===== src/ptf_pkg.sv =====
// shared types and constants for the page table translate and fill unit
// no dependencies; used by ptf_free_find and page_table_translate_fill_unit
package ptf_pkg;

    // default sizes
    localparam int PAGE_BYTES_DEF = 128;
    localparam int MAX_VPAGES_DEF = 64;
    localparam int NUM_FRAMES_DEF = 128;

    // fixed field widths
    localparam int VADDR_W     = 32;
    localparam int STATUS_W    = 3;
    localparam int PHYS_W      = 14;
    localparam int FRAME_OUT_W = 7;
    localparam int PCOUNT_W    = 7;
    localparam int IN_TDATA_W  = 40;
    localparam int OUT_TDATA_W = 24;

    localparam logic [PCOUNT_W-1:0] PAGE_COUNT_RESET = 7'd64;

    // free frame search groups
    localparam int FIND_GROUP = 8;

    typedef enum logic [1:0] {
        OP_TRANSLATE = 2'd0,
        OP_FILL      = 2'd1,
        OP_RELEASE   = 2'd2,
        OP_IGNORE    = 2'd3
    } op_t;

    typedef enum logic [STATUS_W-1:0] {
        ST_OK     = 3'd0,
        ST_ADDR   = 3'd1,
        ST_FAULT  = 3'd2,
        ST_RO     = 3'd3,
        ST_LOADED = 3'd4,
        ST_NOMEM  = 3'd5
    } status_t;

endpackage


===== src/ptf_free_find.sv =====
// lowest free frame search over the frame busy bitmap
// depends on ptf_pkg (group size)
module ptf_free_find #(
    parameter int NUM_FRAMES = ptf_pkg::NUM_FRAMES_DEF
) (
    input  logic [NUM_FRAMES-1:0]         busy,
    output logic                          found,
    output logic [$clog2(NUM_FRAMES)-1:0] frame_idx
);

    localparam int FR_W  = $clog2(NUM_FRAMES);
    localparam int GSZ   = ptf_pkg::FIND_GROUP;
    localparam int NG    = (NUM_FRAMES + GSZ - 1) / GSZ;
    localparam int PAD_N = NG * GSZ;
    localparam int GW    = (NG > 1) ? $clog2(NG) : 1;
    localparam int BW    = $clog2(GSZ);

    logic [PAD_N-1:0] busy_pad;
    logic [NG-1:0]    group_free;
    logic [GW-1:0]    grp_sel;
    logic [GSZ-1:0]   grp_bits;
    logic [BW-1:0]    bit_sel;
    logic [GW+BW-1:0] idx_wide;

    // unused tail frames read as busy
    assign busy_pad = {{(PAD_N - NUM_FRAMES){1'b1}}, busy};

    always_comb begin
        for (int g = 0; g < NG; g++) begin
            group_free[g] = ~&busy_pad[g*GSZ +: GSZ];
        end
    end

    // first level: lowest group with a free frame
    always_comb begin
        grp_sel = '0;
        for (int g = NG - 1; g >= 0; g--) begin
            if (group_free[g]) begin
                grp_sel = GW'(g);
            end
        end
    end

    assign grp_bits = busy_pad[grp_sel*GSZ +: GSZ];

    // second level: lowest free bit in that group
    always_comb begin
        bit_sel = '0;
        for (int b = GSZ - 1; b >= 0; b--) begin
            if (!grp_bits[b]) begin
                bit_sel = BW'(b);
            end
        end
    end

    assign idx_wide  = {grp_sel, bit_sel};
    assign found     = |group_free;
    assign frame_idx = idx_wide[FR_W-1:0];

endmodule


===== src/page_table_translate_fill_unit.sv =====
// top level: linear page table with translate, demand fill and release
// depends on ptf_pkg and ptf_free_find
//
// usage
//   s_ channel takes one request per cycle while s_tready is high: s_tuser carries the operation
//   (translate, fault fill, release; code three is dropped without a result),
//   s_tdata carries the virtual address and the write and read-only flags.
//   m_ channel returns one result per request not dropped: status, physical address and
//   frame number, in request order.
//   page_count_we / page_count_wdata set the number of live virtual pages;
//   write it only while no request is in flight.
// flow
//   a request accepted into the input register is worked on against the page
//   table and leaves through the output register, where m_tvalid rises. one
//   request per cycle is sustained while m_tready stays high; the frame store
//   read is registered at acceptance and a fill in flight is forwarded into it.
// reset
//   all pages invalid, all frames free, page count 64, both channels empty.
// stalls
//   when m_tready is low the result waits in the output register and the
//   request behind it waits in the input register; s_tready then drops.
module page_table_translate_fill_unit #(
    parameter int PAGE_BYTES = ptf_pkg::PAGE_BYTES_DEF,
    parameter int MAX_VPAGES = ptf_pkg::MAX_VPAGES_DEF,
    parameter int NUM_FRAMES = ptf_pkg::NUM_FRAMES_DEF
) (
    input  logic                             aclk,
    input  logic                             aresetn,
    // configuration
    input  logic                             page_count_we,
    input  logic [ptf_pkg::PCOUNT_W-1:0]     page_count_wdata,
    // request channel
    input  logic                             s_tvalid,
    output logic                             s_tready,
    input  logic [ptf_pkg::IN_TDATA_W-1:0]   s_tdata,  // vaddr[31:0], is_write[32], read_only[33], zero pad
    input  logic [1:0]                       s_tuser,  // op[1:0]
    // result channel
    output logic                             m_tvalid,
    input  logic                             m_tready,
    output logic [ptf_pkg::OUT_TDATA_W-1:0]  m_tdata   // status[2:0], phys_addr[16:3], frame[23:17]
);

    localparam int OFF_W  = $clog2(PAGE_BYTES);
    localparam int VPN_W  = ptf_pkg::VADDR_W - OFF_W;
    localparam int IDX_W  = (MAX_VPAGES > 1) ? $clog2(MAX_VPAGES) : 1;
    localparam int FR_W   = $clog2(NUM_FRAMES);
    localparam int PHYS_W = ptf_pkg::PHYS_W;
    localparam int FOUT_W = ptf_pkg::FRAME_OUT_W;

    // ---------------- input register ----------------
    logic                        in_valid_reg;
    ptf_pkg::op_t                in_op_reg;
    logic [ptf_pkg::VADDR_W-1:0] in_vaddr_reg;
    logic                        in_wr_reg;
    logic                        in_ro_reg;
    logic [FR_W-1:0]             frame_rd_reg;   // page's frame, read at acceptance

    // ---------------- page table and frame bitmap ----------------
    logic [MAX_VPAGES-1:0]       entry_valid_reg;
    logic [MAX_VPAGES-1:0]       entry_used_reg;
    logic [MAX_VPAGES-1:0]       entry_dirty_reg;
    logic [MAX_VPAGES-1:0]       entry_prot_reg;
    logic [NUM_FRAMES-1:0]       frame_busy_reg;
    logic [FR_W-1:0]             frame_mem [MAX_VPAGES];
    logic [ptf_pkg::PCOUNT_W-1:0] page_count_reg;

    // ---------------- output register ----------------
    logic                        m_valid_reg;
    ptf_pkg::status_t            m_status_reg;
    logic [PHYS_W-1:0]           m_phys_reg;
    logic [FOUT_W-1:0]           m_frame_reg;

    // ---------------- working logic ----------------
    logic                        s_fire;
    logic                        advance;
    logic                        emit;
    logic [IDX_W-1:0]            s_idx;
    logic [VPN_W-1:0]            vpn;
    logic [OFF_W-1:0]            off;
    logic [IDX_W-1:0]            idx;
    logic [VPN_W-1:0]            limit;
    logic                        in_range;
    logic                        pg_valid;
    logic                        pg_prot;
    logic                        free_found;
    logic [FR_W-1:0]             free_idx;
    logic [FR_W+OFF_W+PHYS_W-1:0] pa_wide;
    logic [FR_W+FOUT_W-1:0]      page_fr_wide;
    logic [FR_W+FOUT_W-1:0]      free_fr_wide;

    ptf_pkg::status_t            res_status;
    logic [PHYS_W-1:0]           res_phys;
    logic [FOUT_W-1:0]           res_frame;
    logic                        do_touch;     // translate hit: set used, maybe dirty
    logic                        do_fill;      // install free frame
    logic                        do_release;   // free page's frame

    assign s_fire  = s_tvalid && s_tready;
    assign advance = in_valid_reg && ((in_op_reg == ptf_pkg::OP_IGNORE) || !m_valid_reg
                     || m_tready);
    assign emit    = advance && (in_op_reg != ptf_pkg::OP_IGNORE);
    assign s_tready = !in_valid_reg || advance;

    assign s_idx = s_tdata[OFF_W +: IDX_W];
    assign vpn   = in_vaddr_reg[ptf_pkg::VADDR_W-1:OFF_W];
    assign off   = in_vaddr_reg[OFF_W-1:0];
    assign idx   = vpn[IDX_W-1:0];

    // active page count is the smaller of the register and the table size
    assign limit = (VPN_W'(page_count_reg) < VPN_W'(MAX_VPAGES)) ? VPN_W'(page_count_reg)
                                                                 : VPN_W'(MAX_VPAGES);
    assign in_range = vpn < limit;
    assign pg_valid = in_range && entry_valid_reg[idx];
    assign pg_prot  = entry_prot_reg[idx];

    ptf_free_find #(
        .NUM_FRAMES (NUM_FRAMES)
    ) u_free_find (
        .busy      (frame_busy_reg),
        .found     (free_found),
        .frame_idx (free_idx)
    );

    // frame * PAGE_BYTES + offset, cut to the result field width
    assign pa_wide      = {{PHYS_W{1'b0}}, frame_rd_reg, off};
    assign page_fr_wide = {{FOUT_W{1'b0}}, frame_rd_reg};
    assign free_fr_wide = {{FOUT_W{1'b0}}, free_idx};

    always_comb begin
        res_status = ptf_pkg::ST_ADDR;
        res_phys   = '0;
        res_frame  = '0;
        do_touch   = 1'b0;
        do_fill    = 1'b0;
        do_release = 1'b0;
        if (in_range) begin
            case (in_op_reg)
                ptf_pkg::OP_TRANSLATE: begin
                    if (!pg_valid) begin
                        res_status = ptf_pkg::ST_FAULT;
                    end else if (in_wr_reg && pg_prot) begin
                        res_status = ptf_pkg::ST_RO;
                        res_frame  = page_fr_wide[FOUT_W-1:0];
                    end else begin
                        res_status = ptf_pkg::ST_OK;
                        res_phys   = pa_wide[PHYS_W-1:0];
                        res_frame  = page_fr_wide[FOUT_W-1:0];
                        do_touch   = 1'b1;
                    end
                end
                ptf_pkg::OP_FILL: begin
                    if (pg_valid) begin
                        res_status = ptf_pkg::ST_LOADED;
                        res_frame  = page_fr_wide[FOUT_W-1:0];
                    end else if (!free_found) begin
                        res_status = ptf_pkg::ST_NOMEM;
                    end else begin
                        res_status = ptf_pkg::ST_OK;
                        res_frame  = free_fr_wide[FOUT_W-1:0];
                        do_fill    = 1'b1;
                    end
                end
                ptf_pkg::OP_RELEASE: begin
                    if (!pg_valid) begin
                        res_status = ptf_pkg::ST_FAULT;
                    end else begin
                        res_status = ptf_pkg::ST_OK;
                        res_frame  = page_fr_wide[FOUT_W-1:0];
                        do_release = 1'b1;
                    end
                end
                default: begin
                    res_status = ptf_pkg::ST_ADDR;
                end
            endcase
        end
    end

    // input register
    always_ff @(posedge aclk) begin
        if (!aresetn) begin
            in_valid_reg <= 1'b0;
        end else if (s_tready) begin
            in_valid_reg <= s_tvalid;
        end
        if (s_fire) begin
            in_op_reg    <= ptf_pkg::op_t'(s_tuser);
            in_vaddr_reg <= s_tdata[ptf_pkg::VADDR_W-1:0];
            in_wr_reg    <= s_tdata[32];
            in_ro_reg    <= s_tdata[33];
        end
    end

    // frame store: one write port for fills, one registered read at acceptance
    // a fill leaving at the same edge is forwarded to the read
    always_ff @(posedge aclk) begin
        if (advance && do_fill) begin
            frame_mem[idx] <= free_idx;
        end
        if (s_fire) begin
            if (advance && do_fill && (idx == s_idx)) begin
                frame_rd_reg <= free_idx;
            end else begin
                frame_rd_reg <= frame_mem[s_idx];
            end
        end
    end

    // page flags and frame bitmap
    always_ff @(posedge aclk) begin
        if (!aresetn) begin
            entry_valid_reg <= '0;
            entry_used_reg  <= '0;
            entry_dirty_reg <= '0;
            entry_prot_reg  <= '0;
            frame_busy_reg  <= '0;
        end else if (advance) begin
            if (do_touch) begin
                entry_used_reg[idx] <= 1'b1;
                if (in_wr_reg) begin
                    entry_dirty_reg[idx] <= 1'b1;
                end
            end
            if (do_fill) begin
                entry_valid_reg[idx]     <= 1'b1;
                entry_used_reg[idx]      <= 1'b0;
                entry_dirty_reg[idx]     <= 1'b0;
                entry_prot_reg[idx]      <= in_ro_reg;
                frame_busy_reg[free_idx] <= 1'b1;
            end
            if (do_release) begin
                entry_valid_reg[idx]         <= 1'b0;
                frame_busy_reg[frame_rd_reg] <= 1'b0;
            end
        end
    end

    // page count register
    always_ff @(posedge aclk) begin
        if (!aresetn) begin
            page_count_reg <= ptf_pkg::PAGE_COUNT_RESET;
        end else if (page_count_we) begin
            page_count_reg <= page_count_wdata;
        end
    end

    // output register
    always_ff @(posedge aclk) begin
        if (!aresetn) begin
            m_valid_reg <= 1'b0;
        end else if (emit) begin
            m_valid_reg <= 1'b1;
        end else if (m_tready) begin
            m_valid_reg <= 1'b0;
        end
        if (emit) begin
            m_status_reg <= res_status;
            m_phys_reg   <= res_phys;
            m_frame_reg  <= res_frame;
        end
    end

    assign m_tvalid = m_valid_reg;
    assign m_tdata  = {m_frame_reg, m_phys_reg, m_status_reg};

    // ---------------- checks ----------------
    // the number of busy frames equals the number of valid pages
    assert property (@(posedge aclk) disable iff (!aresetn)
        $countones(frame_busy_reg) == $countones(entry_valid_reg))
        else $error("busy frame count differs from valid page count");

    // a dirty page has always been used since its fill
    assert property (@(posedge aclk) disable iff (!aresetn)
        (entry_dirty_reg & ~entry_used_reg) == '0)
        else $error("dirty page without used flag");

    // the search never hands out a busy frame
    assert property (@(posedge aclk) disable iff (!aresetn)
        free_found |-> !frame_busy_reg[free_idx])
        else $error("free frame search picked a busy frame");

    // a successful fill leaves its page valid and its frame busy
    assert property (@(posedge aclk) disable iff (!aresetn)
        (advance && do_fill) |=> (entry_valid_reg[$past(idx)]
                                  && frame_busy_reg[$past(free_idx)]))
        else $error("fill did not install page");

endmodule

===== config.mk =====
export PLATFORM = sky130hd
export DESIGN_NAME = page_table_translate_fill_unit
export DESIGN_NICKNAME = d
export VERILOG_FILES = /design/src/ptf_pkg.sv /design/src/ptf_free_find.sv /design/src/page_table_translate_fill_unit.sv
export SDC_FILE = /design/constraint.sdc
export NUM_CORES = 1
export LEC_CHECK = 0
export BUFFER_PORTS_ARGS = -buffer_cell sky130_fd_sc_hd__buf_2
export CELL_PAD_IN_SITES_DETAIL_PLACEMENT = 1
export CELL_PAD_IN_SITES_GLOBAL_PLACEMENT = 2
export CORE_UTILIZATION = 40
export CTS_CLUSTER_SIZE = 40
export DETAILED_ROUTE_END_ITERATION = 16
export PLACE_DENSITY = 0.74
export SYNTH_ARGS = -nofsm -noshare
export SYNTH_HDL_FRONTEND = slang
export SYNTH_SLANG_ARGS = --single-unit

===== constraint.sdc =====
create_clock -name aclk -period 5.5 [get_ports aclk]
set_input_delay 0.275 -clock aclk [delete_from_list [all_inputs] [get_ports aclk]]
set_output_delay 0.275 -clock aclk [all_outputs]
set_load 0.02 [all_outputs]

== Word level (Yosys, flattened, before mapping) ==
Memories as Yosys holds them, arrays and structs flattened. A register that Yosys moved wholly into a read port is not among the register bits.
Index checks and enable logic that the tools add are counted.

* Eq/ne operators: 4
* Muxes and demuxes: 65
* Shift operators: 1
* $add $sub $neg: 0
* Magnitude comparators: 8
* Reductions and logical operators: 52
* Div/mod/pow operators: 0
* Bitwise logic cells: 9
* Multipliers: 0

{| class="wikitable"
|+ Operator list
! kind !! count
|-
| 128-bit 2-to-1 mux || 4
|-
| 64-bit 2-to-1 mux || 4
|-
| 128-bit bitwise AND || 1
|-
| 128-bit inverter || 1
|-
| 128-bit OR || 1
|-
| 8-bit AND reduction || 16
|-
| 128-bit by 8-bit indexed part select with 8-bit output || 1
|-
| 64-bit bitwise AND || 1
|-
| 64-bit bitwise mux || 1
|-
| 4-bit 2-to-1 mux || 16
|-
| 64-bit inverter || 1
|-
| 64-bit OR || 1
|-
| 3-bit 2-to-1 mux || 10
|-
| 7-bit 2-to-1 mux || 4
|-
| 25-bit by 7-bit < comparator with 1-bit output || 1
|-
| 1-bit logical NOT || 18
|-
| 7-bit by 8-bit < comparator with 1-bit output, second input constant || 2
|-
| 1-bit 2-to-1 mux || 16
|-
| 16-bit OR reduction || 1
|-
| 1-bit demux with 7-bit select || 2
|-
| 7-bit by 1-bit >= comparator with 1-bit output, second input constant || 2
|-
| 7-bit one-hot mux with 2 select lines || 1
|-
| 1-bit binary-select mux with 6-bit select || 2
|-
| 1-bit logical AND || 9
|-
| other kinds (16) || 23
|}

* Bits in latches: 0
* Bits of input ports: 54
* Bits in writable memories: 448
* ROM bits: 0
* Flip-flop bits (word level): 325
* Memories: 1

{| class="wikitable"
|+ Memories
! name !! words !! bits a word !! rd ports !! clocked after Yosys merged registers in !! write ports !! RTL line !! text
|-
| frame_mem || 64 || 7 || 1 || 1 || 1 || page_table_translate_fill_unit.sv:64 || <nowiki>logic [FR_W-1:0] frame_mem [MAX_VPAGES];</nowiki>
|}

== Depth between registers and ports, before layout ==
Gate-level depths: netlist (run 1).

* Word-level depth: 36
* Mapped depth: 17
* Depth with buffers taken out: 13

== Cells and area by module ==
Synthesis (run 1) repeated with hierarchy kept, for this count alone.

* Cell total of the unflattened synthesis: 2506
* Area, all modules: 35631.7 um2

{| class="wikitable"
|+ Modules (own cells, without submodules)
! module !! seq. area each (um2) !! area an instance (um2) !! cells each !! times used
|-
| page_table_translate_fill_unit || 20769.9 || 33788.7 || 2259 || 1
|-
| ptf_free_find || 0.0 || 1843.0 || 247 || 1
|}

== Worst setup path after synthesis (run 1) ==
Ideal clock, no wire load.

* Path type: reg-to-reg
* Start point: register frame_busy_reg[47]
* End point: memory frame_mem[0][1] in the netlist's numbering (data pin)
* Arrival time: 5376 ps
* Period minus slack after synthesis: 5929 ps
* Setup slack: -429 ps
* Cell stages (with the launch flop): 11
* Setup time: 553 ps
* Cells stage by stage: dfxtp_1 -> nand4_1 -> or4_4 -> o221a_1 -> buf_6 -> o221ai_4 -> clkinv_1 -> a221oi_1 -> a2bb2oi_1 -> a21oi_4 -> a21oi_1

* Word-level cells in the longest chain between the ends: 16

{| class="wikitable"
|+ RTL lines
! element !! RTL line !! text
|-
| from (decl) || page_table_translate_fill_unit.sv:63 || <nowiki>logic [NUM_FRAMES-1:0] frame_busy_reg;</nowiki>
|-
| from (signal assigned) || page_table_translate_fill_unit.sv:216 || <nowiki>frame_busy_reg <= '0;</nowiki>
|-
| from (signal, indexed assignment) || page_table_translate_fill_unit.sv:229 || <nowiki>frame_busy_reg[free_idx] <= 1'b1;</nowiki>
|-
| from (signal, indexed assignment) || page_table_translate_fill_unit.sv:233 || <nowiki>frame_busy_reg[frame_rd_reg] <= 1'b0;</nowiki>
|-
| 8-bit AND reduction (*) || ptf_free_find.sv:30 || <nowiki>group_free[g] = ~&busy_pad[g*GSZ +: GSZ];</nowiki>
|-
| 4-bit 2-to-1 mux (*) (6 in series) || ptf_free_find.sv:38 || <nowiki>if (group_free[g]) begin</nowiki>
|-
| via free_idx[3] || page_table_translate_fill_unit.sv:86 || <nowiki>logic [FR_W-1:0] free_idx;</nowiki>
|-
| 128-bit by 8-bit indexed part select with 8-bit output (*) || ptf_free_find.sv:44 || <nowiki>assign grp_bits = busy_pad[grp_sel*GSZ +: GSZ];</nowiki>
|-
| 3-bit 2-to-1 mux (7 in series) || ptf_free_find.sv:50 || <nowiki>if (!grp_bits[b]) begin</nowiki>
|-
| 3-bit 2-to-1 mux (*) || ptf_free_find.sv:50 ||
|-
| via free_idx[1] || page_table_translate_fill_unit.sv:86 ||
|-
| to (decl) || page_table_translate_fill_unit.sv:64 ||
|}

The timed path passes the listed nets; every way through them passes the cells marked *.

== Final worst setup path (run 1) ==
* Start point: register frame_busy_reg[39]
* End point: register m_frame_reg[1] (data pin)

* Word-level cells in the longest chain between the ends: 18
* Elaborated cells between the ends (all ways): 20
* Those cells by class: 1 x shift; 16 x mux; 3 x reduce/logical

{| class="wikitable"
|+ RTL lines
! element !! RTL line !! text
|-
| 8-bit AND reduction || ptf_free_find.sv:30 ||
|-
| 4-bit 2-to-1 mux (5 in series) || ptf_free_find.sv:38 ||
|-
| 128-bit by 8-bit indexed part select with 8-bit output || ptf_free_find.sv:44 ||
|-
| 3-bit 2-to-1 mux (8 in series) || ptf_free_find.sv:50 ||
|-
| 7-bit 2-to-1 mux (*) || page_table_translate_fill_unit.sv:155 || <nowiki>end else if (!free_found) begin</nowiki>
|-
| 7-bit 2-to-1 mux (*) || page_table_translate_fill_unit.sv:152 || <nowiki>if (pg_valid) begin</nowiki>
|-
| 7-bit one-hot mux with 2 select lines (*) || page_table_translate_fill_unit.sv:137 || <nowiki>case (in_op_reg)</nowiki>
|-
| to (signal assigned) || page_table_translate_fill_unit.sv:259 || <nowiki>m_frame_reg <= res_frame;</nowiki>
|-
| to (decl) || page_table_translate_fill_unit.sv:71 || <nowiki>logic [FOUT_W-1:0] m_frame_reg;</nowiki>
|}

Every way passes the cells marked *; elsewhere a longest branch is shown, timed or not.
A chain may end at the register's enable or synchronous reset.

==> results.sh, run 1 <==
export IMPL_status="finished, final reports clean"
export IMPL_grt_pass1_vias=24200
export IMPL_setup_viol=0
export IMPL_die_h_um=291
export IMPL_synth_common_cells="edfxtp_1, dfxtp_1, nor2_1"
export IMPL_clkPwrFrac=0.476
export IMPL_rsz0062_at_grt="no"
export IMPL_fmax_mhz=197
export IMPL_period_share=0.922
export IMPL_routed_wl_um=109000
export IMPL_p_int_uw=9860
export IMPL_r2r_start="frame_busy_reg[39]$_SDFFE_PN0P_"
export IMPL_wl_per_cell_um=29.3
export IMPL_cts_clk_slew_worst_paths_ns=0.06
export IMPL_whs_endpoint="m_tvalid$_SDFFE_PN0P_"
export IMPL_whs_path_depth=3
export IMPL_syn_num_nets=2458
export IMPL_hold_path_class="in -> reg"
export IMPL_cts_tree="yes"
export IMPL_finalNetCount=2650
export IMPL_insertion_delay_ns=0.67
export IMPL_largest_reg_flops=448
export IMPL_clock_sinks=780
export IMPL_port_buffers=73
export IMPL_drt_iter0_drc=2031
export IMPL_ant_nets=0
export IMPL_grt_start_max_net_pins=134
export IMPL_ff2ff_setup_slack_ns=0.43
export IMPL_path_max_fanout=18
export IMPL_dp_hpwl_um=72300
export IMPL_coreArea_um2=82200
export IMPL_area_growth_pct=17.1
export IMPL_leakage_uw=0.0136
export IMPL_num_rows=105
export IMPL_async_reset_ff_frac=0
export IMPL_htree_levels=3
export IMPL_holdCritStartpoint="m_tready"
export IMPL_cts_buffer_depth=3
export IMPL_start_util=0.405
export IMPL_worst_pin_slew_ns=1.34
export IMPL_cts_buffers=86
export IMPL_ys_top_cells_by_area="edfxtp_1, dfxtp_1, mux4_2"
export IMPL_pwr_share_seq=0.493
export IMPL_die_area_um2=84500
export IMPL_power_density_nw_per_um2=323
export IMPL_slew_headroom=0.106
export IMPL_p_comb_frac=0.030
export IMPL_fin_worst_skew_ns=0.0424
export IMPL_cap_violations=0
export IMPL_endpoint_kind="flip-flop"
export IMPL_synth_area_leader_cell="edfxtp_1"
export IMPL_setup_worst_path_start_class="flip-flop"
export IMPL_setup_ws_ns=0.427
export IMPL_synth_avg_cell_area_um2=13.9
export IMPL_vias=22800
export IMPL_synth_distinct_cells=97
export IMPL_startpoint="frame_busy_reg[39]$_SDFFE_PN0P_"
export IMPL_hold_violations=0
export IMPL_slew_violations=0
export IMPL_p_sw_frac=0.219
export IMPL_viasPerCell=6.11
export IMPL_antenna_found_initial=3
export IMPL_gp_congestion=0.907
export IMPL_crit_type="reg -> reg"
export IMPL_root_buffer="clkbuf_16"
export IMPL_overflow=0
export IMPL_holdWs_ns=0.0196
export IMPL_power_uw=12600
export IMPL_ys_warn_count=0
export IMPL_switchingPower_uw=2770
export IMPL_syn_area_um2=33300
export IMPL_ys_flop_type="edfxtp_1"
export IMPL_n_antenna_cell=0
export IMPL_ios=80
export IMPL_syn_inst=2398
export IMPL_dieWidth_um=291
export IMPL_peakVddDrop_uv=293
export IMPL_yosysSeqAreaShare=0.623
export IMPL_fin_crit_ns=5.07
export IMPL_ctsResizeCount=0
export IMPL_worstRegToRegCells=13
export IMPL_setup_tns_ns=0
export IMPL_drc=0
export IMPL_post_synth_top_count_cell="edfxtp_1"
export IMPL_drive_above_1_share=0.263
export IMPL_place_ws_ns=0.584
export IMPL_grt_use_total=0.259
export IMPL_grt_pass1_wl_um=163000
export IMPL_yosysTopAreaCellShare=0.464
export IMPL_arrival_ns=5.62
export IMPL_crit_required_ns=6.04
export IMPL_dr_pass1_iters=5
export IMPL_synth_edf_count=515
export IMPL_r2r_end="m_frame_reg[1]$_SDFFCE_PP0P_"
export IMPL_ys_seq_elements=780
==> cells by family (layout without fill, tap and decap cells) <==
kind of cell	Yosys count	after routing	share of synthesized area
AOI/OAI and AO/OA	539	539	0.126
xor gates and xnor gates	6	6	0.00158
adders and majority gates	6	6	0.00225
buffers and inverters	205	471	0.0259
DFF	780	780	0.623
muxes	212	212	0.122
and+or+nand+nor	650	650	0.0991
==> metrics by stage <==
stage,instance area (µm²),utilization,instances
floorplan,33300,-,2398
global placement,35700,0.434,3533
detailed placement,35700,0.434,3533
CTS,39000,0.475,3734
global route,39000,0.475,3734
finish,39000,0.475,3734
==> layout by cell type, fill, tap and decap left out, types with 18 or more instances in the layout <==
cell / instances
o221a_2: 102
a21boi_0: 49
o21ai_0: 126
buf_2: 70
a22oi_1: 30
clkinv_2: 18
or4_1: 18
nor3_1: 31
nand3_1: 49
nand4_1: 49
and2_1: 25
nor2b_1: 37
inv_1: 37
nor2_1: 192
nand2_1: 149
buf_4: 152
mux2i_1: 50
edfxtp_1: 515
dfxtp_1: 265
clkbuf_16: 87
a21oi_1: 65
mux4_2: 155
o211ai_1: 27
dlygate4sd3_1: 39
==> worst max-delay path by stage <==
stage	cells after the start	endpoint	slack, ns
after floorplan	11	frame_rd_reg[1]$_DFFE_PP_	0.34
after global placement	11	frame_mem[58][2]$_DFFE_PP_	0.66
after detailed placement	11	frame_mem[53][2]$_DFFE_PP_	0.58
after CTS	11	frame_mem[53][2]$_DFFE_PP_	0.53
after global routing	11	frame_mem[20][2]$_DFFE_PP_	0.27
final	13	m_frame_reg[1]$_SDFFCE_PP0P_	0.43
==> layout make-up <==
type                       count  area (µm²)
tap                         1070        1340
clock inverter                54         647
multi-input combinational   1413       11800
clock buffer                 108        2330
fill                        8174       43200
sequential                   780       20800
inverter                      40         150
timing repair buffer         269        2020
==> power by group through the flow <==
stage | logic (µW) | registers [µW] | clock network (µW)
3_3_place_gp | 352 | 6350 | 0
3_5_place_dp | 360 | 6360 | 0
5_1_grt | 408 | 6230 | 6310
4_1_cts | 384 | 6230 | 6100
6_report | 381 | 6230 | 6010
2_1_floorplan | 231 | 6340 | 0
==> worst max-delay path: stages (launching register included) <==
cell and delay [ns]:
dfxtp_1 0.43, nand4_1 0.34, nor4_1 0.33, o221a_1 0.47, o22a_1 0.84, buf_4 0.30
mux2i_1 0.26, o22ai_1 0.16, nor4_2 0.36, and2b_2 0.24, buf_4 0.24, nand2_1 0.15
a2111oi_0 0.59, o21ba_1 0.23
==> what timing repair did <==
| action | CTS | global route |
|---|---|---|
| endpoints found under the hold margin | 39 | 0 |
| setup buffers | 0 | 0 |
| hold buffers | 39 | 0 |
==> per-layer routing <==
metal  wire [µm]  part of all wire  vias up  GRT usage
met5          13           0.00012        -          0
met4        3000             0.027        2     0.0763
met3        5870             0.054      183     0.0377
met2       52600              0.48      749      0.424
met1       47800              0.44    12000      0.357
li1            -                 -     9880          -
(Power assumes the default switching activity.)
==> run 2, diff against run 1 <==
SYNTH_HIERARCHICAL = 1   (was not set)
==> run 2 against run 1 <==
Against the previous run: hold slack better by 0.031 ns; final area up 3.9%; sequential cell count unchanged; first-iteration DRC count up 18%; register-to-register slack worse by 0.19 ns; fmax down 3.7%; final cell count up 2.6%; global-route usage down 0.36 points; total power up 0.18%; non-clock buffer count down 29; critical path depth up 1; wire length up 6.3%; largest power group unchanged.
==> results.sh, run 2 <==
export IMPL_holdCritStartpoint="m_tready"
export IMPL_syn_num_nets=2566
export IMPL_port_buffers=73
export IMPL_pwr_share_seq=0.494
export IMPL_p_comb_frac=0.045
export IMPL_insertion_delay_ns=0.67
export IMPL_synth_common_cells="edfxtp_1, dfxtp_1, nand2_1"
export IMPL_clock_sinks=780
export IMPL_crit_type="reg -> reg"
export IMPL_antenna_found_initial=1
export IMPL_root_buffer="clkbuf_16"
export IMPL_fill_cells=8795
export IMPL_p_int_uw=9730
export IMPL_synth_edf_count=515
export IMPL_p_sw_frac=0.231
export IMPL_setup_worst_path_start_class="flip-flop"
export IMPL_arrival_ns=5.84
export IMPL_synth_area_leader_cell="edfxtp_1"
export IMPL_switchingPower_uw=2920
export IMPL_fin_worst_skew_ns=0.0543
export IMPL_setup_viol=0
export IMPL_wl_per_cell_um=30.3
export IMPL_cts_buffers=83
export IMPL_ys_seq_elements=780
export IMPL_fin_crit_ns=5.27
export IMPL_cts_tree="yes"
export IMPL_slew_headroom=0.181
export IMPL_start_util=0.403
export IMPL_ff2ff_setup_slack_ns=0.23
export IMPL_rsz0062_at_grt="no"
export IMPL_yosysSeqAreaShare=0.583
export IMPL_hold_violations=0
export IMPL_path_buf_inv=1
export IMPL_cp_slowest_cell="nand3b_1"
export IMPL_ys_top_cells_by_area="edfxtp_1, dfxtp_1, mux4_2"
export IMPL_die_area_um2=90300
export IMPL_peakVddDrop_uv=238
export IMPL_dp_hpwl_um=75300
export IMPL_syn_area_um2=35600
export IMPL_routed_wl_um=116000
export IMPL_ant_nets=0
export IMPL_holdWs_ns=0.0507
export IMPL_yosysTopAreaCellShare=0.434
export IMPL_slew_violations=0
export IMPL_cts_buffer_depth=3
export IMPL_grt_pass1_wl_um=171000
export IMPL_crit_chain="nand4_1 -> nor4_1 -> o221ai_2 -> a221oi_4 -> buf_4 -> nand2_2 -> o221a_1 -> or3_1 -> nor4b_1 -> nor3b_4 -> nand3b_1 -> nor3_1 -> a21o_1 -> o311a_1"
export IMPL_dieWidth_um=300
export IMPL_coreArea_um2=88400
export IMPL_fin_util=0.459
export IMPL_vias=24500
export IMPL_fmax_mhz=190
export IMPL_ios=80
export IMPL_n_antenna_cell=0
export IMPL_synth_distinct_cells=101
export IMPL_crit_cells=14
export IMPL_status="finished, final reports clean"
export IMPL_die_h_um=300
export IMPL_startpoint="frame_busy_reg[16]$_SDFFE_PN0P_"
export IMPL_worstRegToRegCells=14
export IMPL_drc=0
export IMPL_area_growth_pct=13.9
export IMPL_setup_tns_ns=0
export IMPL_hold_path_class="in -> reg"
export IMPL_final_common_cell="edfxtp_1"
export IMPL_finalNetCount=2656
export IMPL_synth_avg_cell_area_um2=14.2
export IMPL_r2r_start="frame_busy_reg[16]$_SDFFE_PN0P_"
export IMPL_dr_pass1_iters=7
export IMPL_grt_use_total=0.255
export IMPL_syn_inst=2506
export IMPL_num_rows=109
export IMPL_post_synth_top_count_cell="edfxtp_1"
export IMPL_viasPerCell=6.40
export IMPL_drt_iter0_drc=2399
export IMPL_critical_path_max_stage_delay_ns=0.62
export IMPL_clkPwrFrac=0.461
export IMPL_endpoint="frame_busy_reg[50]$_SDFFE_PN0P_"
export IMPL_cpLargestDelayFamily="simple AND/OR/NAND/NOR gates"
export IMPL_grt_pass1_vias=24900
export IMPL_ys_warn_count=6
export IMPL_drive_above_1_share=0.234
export IMPL_ys_flop_type="edfxtp_1"
export IMPL_cap_violations=0
export IMPL_worst_pin_slew_ns=1.22
export IMPL_crit_required_ns=6.07
export IMPL_gp_congestion=0.910
export IMPL_cts_clk_slew_worst_paths_ns=0.06
export IMPL_async_reset_ff_frac=0
export IMPL_endpoint_kind="flip-flop"
export IMPL_overflow=0
export IMPL_period_share=0.958
export IMPL_r2r_end="frame_busy_reg[50]$_SDFFE_PN0P_"
export IMPL_grt_start_max_net_pins=151
export IMPL_leakage_uw=0.0153
export IMPL_htree_levels=3
export IMPL_layout_common_cells="edfxtp_1, dfxtp_1, nand2_1, mux4_2"
export IMPL_power_density_nw_per_um2=312
export IMPL_largest_reg_flops=448
export IMPL_path_max_fanout=15
## run 2: cell types whose count changed in the layout (fill, tap and decap cells not counted), sizes merged, moves of 42 or more
cell    previous run  this run
o221a            109        64
nor3              33       116
o21ai            129        33
mux2i             50       129
nor4              20        73
nor2             195        54
o311a              3       129
a21boi            49         7
a21o               5        49
a41o               0        82
nand2            150       192
## run 2: metrics by stage
stage | cell area (µm²) | worst slack [ns] | instances | power, µW
6_report | 40600 | 0.233 | 3832 | 12600
5_1_grt | 40600 | 0.0184 | 3832 | 13000
4_1_cts | 40500 | 0.219 | 3829 | 12700
3_5_place_dp | 37300 | 0.260 | 3633 | 6910
3_3_place_gp | 37300 | 0.330 | 3633 | 6900
2_1_floorplan | 35600 | 0.0776 | 2506 | 6740
## run 2: tightest hold or removal path, cell delays in order
cell and delay (ns):
buf_2 0.07, nand2b_1 0.17, a21boi_0 0.11
## run 2: kinds of logic (layout without fill, tap and decap cells)
family          Yosys count  after routing  share of synthesized area
flops                   780            780                      0.583
simple gates            643            643                      0.113
compound gates          527            527                      0.133
mux                     292            292                      0.131
buf+inv                 252            413                     0.0363
fa+ha+maj                 6              6                    0.00211
xor+xnor                  6              6                    0.00147
## run 2: how the worst min path moves through the flow
stage / to / slack (ns) / cells past startpoint
6_report: m_tvalid$_SDFFE_PN0P_ / 0.05 / 3
5_1_grt: in_vaddr_reg[11]$_DFFE_PP_ / 0.04 / 1
4_1_cts: m_tvalid$_SDFFE_PN0P_ / 0.01 / 3
3_5_place_dp: entry_prot_reg[27]$_SDFFE_PN0P_ / 0.45 / 2
3_3_place_gp: entry_prot_reg[38]$_SDFFE_PN0P_ / 0.44 / 2
2_1_floorplan: in_op_reg[0]$_DFFE_PP_ / 0.37 / 0
## run 2: repair_timing
item	4_1_cts	5_1_grt
gates resized for setup	0	1
hold buffers	40	0
setup endpoints to repair	0	42
hold endpoints to repair	40	0
buffers inserted	0	3
## run 2: cell type report
type / instances / area [µm²] / area share
clock inverters: 54 / 612 / 0.0151
inverters: 17 / 66.3 / 0.00163
repair buffers: 240 / 1780 / 0.0438
clock buffers: 102 / 2240 / 0.0552
flip-flops and latches: 780 / 20800 / 0.512
multi-input cells: 1474 / 13600 / 0.336
well taps: 1165 / 1460 / 0.0359
## run 2: layer usage
metal,global-route usage,part of all wire
met5,0,0.00014
met4,0.0656,0.021
met3,0.0401,0.072
met2,0.393,0.46
met1,0.375,0.45
## run 2: power by group through the flow
| stage | Clock [µW] | Sequential [µW] | Combinational, µW |
|---|---|---|---|
| after floorplan | 0 | 6350 | 387 |
| after global placement | 0 | 6370 | 534 |
| after detailed placement | 0 | 6370 | 543 |
| after CTS | 5930 | 6240 | 568 |
| after global routing | 6130 | 6240 | 600 |
| final | 5830 | 6250 | 574 |
==> run 3, diff against run 2 <==
==> constraint.sdc (replaced) <==
create_clock -name aclk -period 5.5 [get_ports aclk]
set_input_delay 1.65 -clock aclk [delete_from_list [all_inputs] [get_ports aclk]]
set_output_delay 1.65 -clock aclk [all_outputs]
set_load 0.02 [all_outputs]
==> run 3 against run 2 <==
Against the previous run: sequential power is essentially flat; total power grew 0.83%; clock skew shrank 0.0084 ns; critical path depth shrank 1; utilization shrank 0.42 points.
==> results.sh, run 3 (same netlist as run 2, synthesis figures left out) <==
export IMPL_dieWidth_um=300
export IMPL_routed_wl_um=114000
export IMPL_grt_pass1_wl_um=168000
export IMPL_cts_tree="yes"
export IMPL_grt_use_total=0.252
export IMPL_hold_violations=0
export IMPL_drive_above_1_share=0.234
export IMPL_fin_worst_skew_ns=0.0459
export IMPL_overflow=0
export IMPL_antenna_found_initial=1
export IMPL_crit_required_ns=6.08
export IMPL_area_growth_pct=12.8
export IMPL_insertion_delay_ns=0.68
export IMPL_peakVddDrop_uv=220
export IMPL_fin_crit_ns=5.19
export IMPL_wl_per_cell_um=30.2
export IMPL_ios=80
export IMPL_fill_cells=8817
export IMPL_viasPerCell=6.35
export IMPL_rsz0062_at_grt="no"
export IMPL_finalNetCount=2605
export IMPL_vias=24000
export IMPL_grt_pass1_vias=24800
export IMPL_regArea_um2=20800
export IMPL_cap_violations=0
export IMPL_htree_levels=3
export IMPL_final_common_cell="edfxtp_1"
export IMPL_cts_buffer_depth=3
export IMPL_cts_buffers=86
export IMPL_setup_worst_path_start_class="flip-flop"
export IMPL_largest_reg_flops=448
export IMPL_slew_violations=0
export IMPL_holdWs_ns=0.462
export IMPL_dp_hpwl_um=75200
export IMPL_grt_start_max_net_pins=199
export IMPL_die_area_um2=90300
export IMPL_drc=0
export IMPL_setup_viol=0
export IMPL_ant_nets=0
export IMPL_ctsResizeCount=0
export IMPL_drt_iter0_drc=2418
export IMPL_setup_tns_ns=0
export IMPL_switchingPower_uw=2940
export IMPL_root_buffer="clkbuf_16"
export IMPL_num_rows=109
export IMPL_hold_buffers=0
export IMPL_cts_setup_buffers=0
export IMPL_clock_sinks=780
export IMPL_p_sw_frac=0.231
export IMPL_endpoint_kind="flip-flop"
export IMPL_path_max_fanout=71
export IMPL_leakage_uw=0.0151
export IMPL_start_util=0.403
export IMPL_power_density_nw_per_um2=317
export IMPL_hold_path_class="reg -> reg"
export IMPL_power_uw=12800
export IMPL_p_int_uw=9810
export IMPL_coreArea_um2=88400
export IMPL_clkPwrFrac=0.467
export IMPL_die_h_um=300
export IMPL_worst_pin_slew_ns=1.36
export IMPL_dr_pass1_iters=5
export IMPL_pwr_share_seq=0.490
export IMPL_fmax_mhz=193
export IMPL_period_share=0.944
export IMPL_port_buffers=73
export IMPL_status="finished, final reports clean"
export IMPL_layout_common_cells="edfxtp_1, dfxtp_1, nand2_1, mux4_2"
export IMPL_gp_congestion=0.940
export IMPL_p_comb_frac=0.044
export IMPL_slew_headroom=0.0877
export IMPL_placed_area_um2=37300
export IMPL_arrival_ns=5.78
export IMPL_multiInputGateArea_um2=13600
export IMPL_stdcell_area_um2=40200
export IMPL_crit_type="reg -> reg"
export IMPL_cts_clk_slew_worst_paths_ns=0.06
## run 3: worst paths after layout
check,cells past startpoint,end,startpoint,slack (ns)
min reg2reg,2,entry_prot_reg[30]$_SDFFE_PN0P_,entry_prot_reg[30]$_SDFFE_PN0P_,0.46
max,13,frame_busy_reg[103]$_SDFFE_PN0P_,frame_busy_reg[18]$_SDFFE_PN0P_,0.31
min,2,entry_prot_reg[30]$_SDFFE_PN0P_,entry_prot_reg[30]$_SDFFE_PN0P_,0.46
max reg2reg,13,frame_busy_reg[103]$_SDFFE_PN0P_,frame_busy_reg[18]$_SDFFE_PN0P_,0.31
## run 3: stage by stage
| step | utilization | setup WS, ns | cells |
|---|---|---|---|
| after floorplan | - | 0.0776 | 2506 |
| after global placement | 0.422 | 0.284 | 3619 |
| after detailed placement | 0.422 | 0.157 | 3619 |
| after CTS | 0.455 | 0.0608 | 3778 |
| after global routing | 0.455 | 0.00307 | 3781 |
| final | 0.455 | 0.307 | 3782 |
## run 3: routing by layer
layer  up-vias  global-route usage  share of wire
met1     12600               0.356           0.45
li1      10400                   -              -
met5         -                   0        0.00013
met3       177              0.0490          0.068
met4         2              0.0821          0.028
met2       850               0.389           0.46
## run 3: area by class of cell
cell class                 count  area share
inverter                      17     0.00165
multi-input combinational   1474       0.339
sequential                   780       0.517
clock buffer                 109      0.0570
tap                         1165      0.0363
clock inverter                50      0.0152
antenna                        1   0.0000623
timing repair buffer         186      0.0337
## run 3: power by group through the flow
stage | registers [µW] | clock network [µW] | logic (µW)
floorplan | 6350 | 0 | 387
global placement | 6370 | 0 | 540
detailed placement | 6370 | 0 | 551
CTS | 6240 | 6050 | 553
global route | 6240 | 6240 | 584
finish | 6240 | 5950 | 556
## run 3: critical path, stage by stage (launching register included)
cell and delay, ns:
dfxtp_1 0.41, nand4_1 0.29, nor4_1 0.48, o221ai_2 0.19
a221oi_4 0.52, buf_4 0.27, buf_4 0.61, a21oi_1 0.17
a2111oi_2 0.28, nand2b_1 0.23, o21a_2 0.27, and3_1 0.89
a41o_1 0.30, o311a_1 0.17
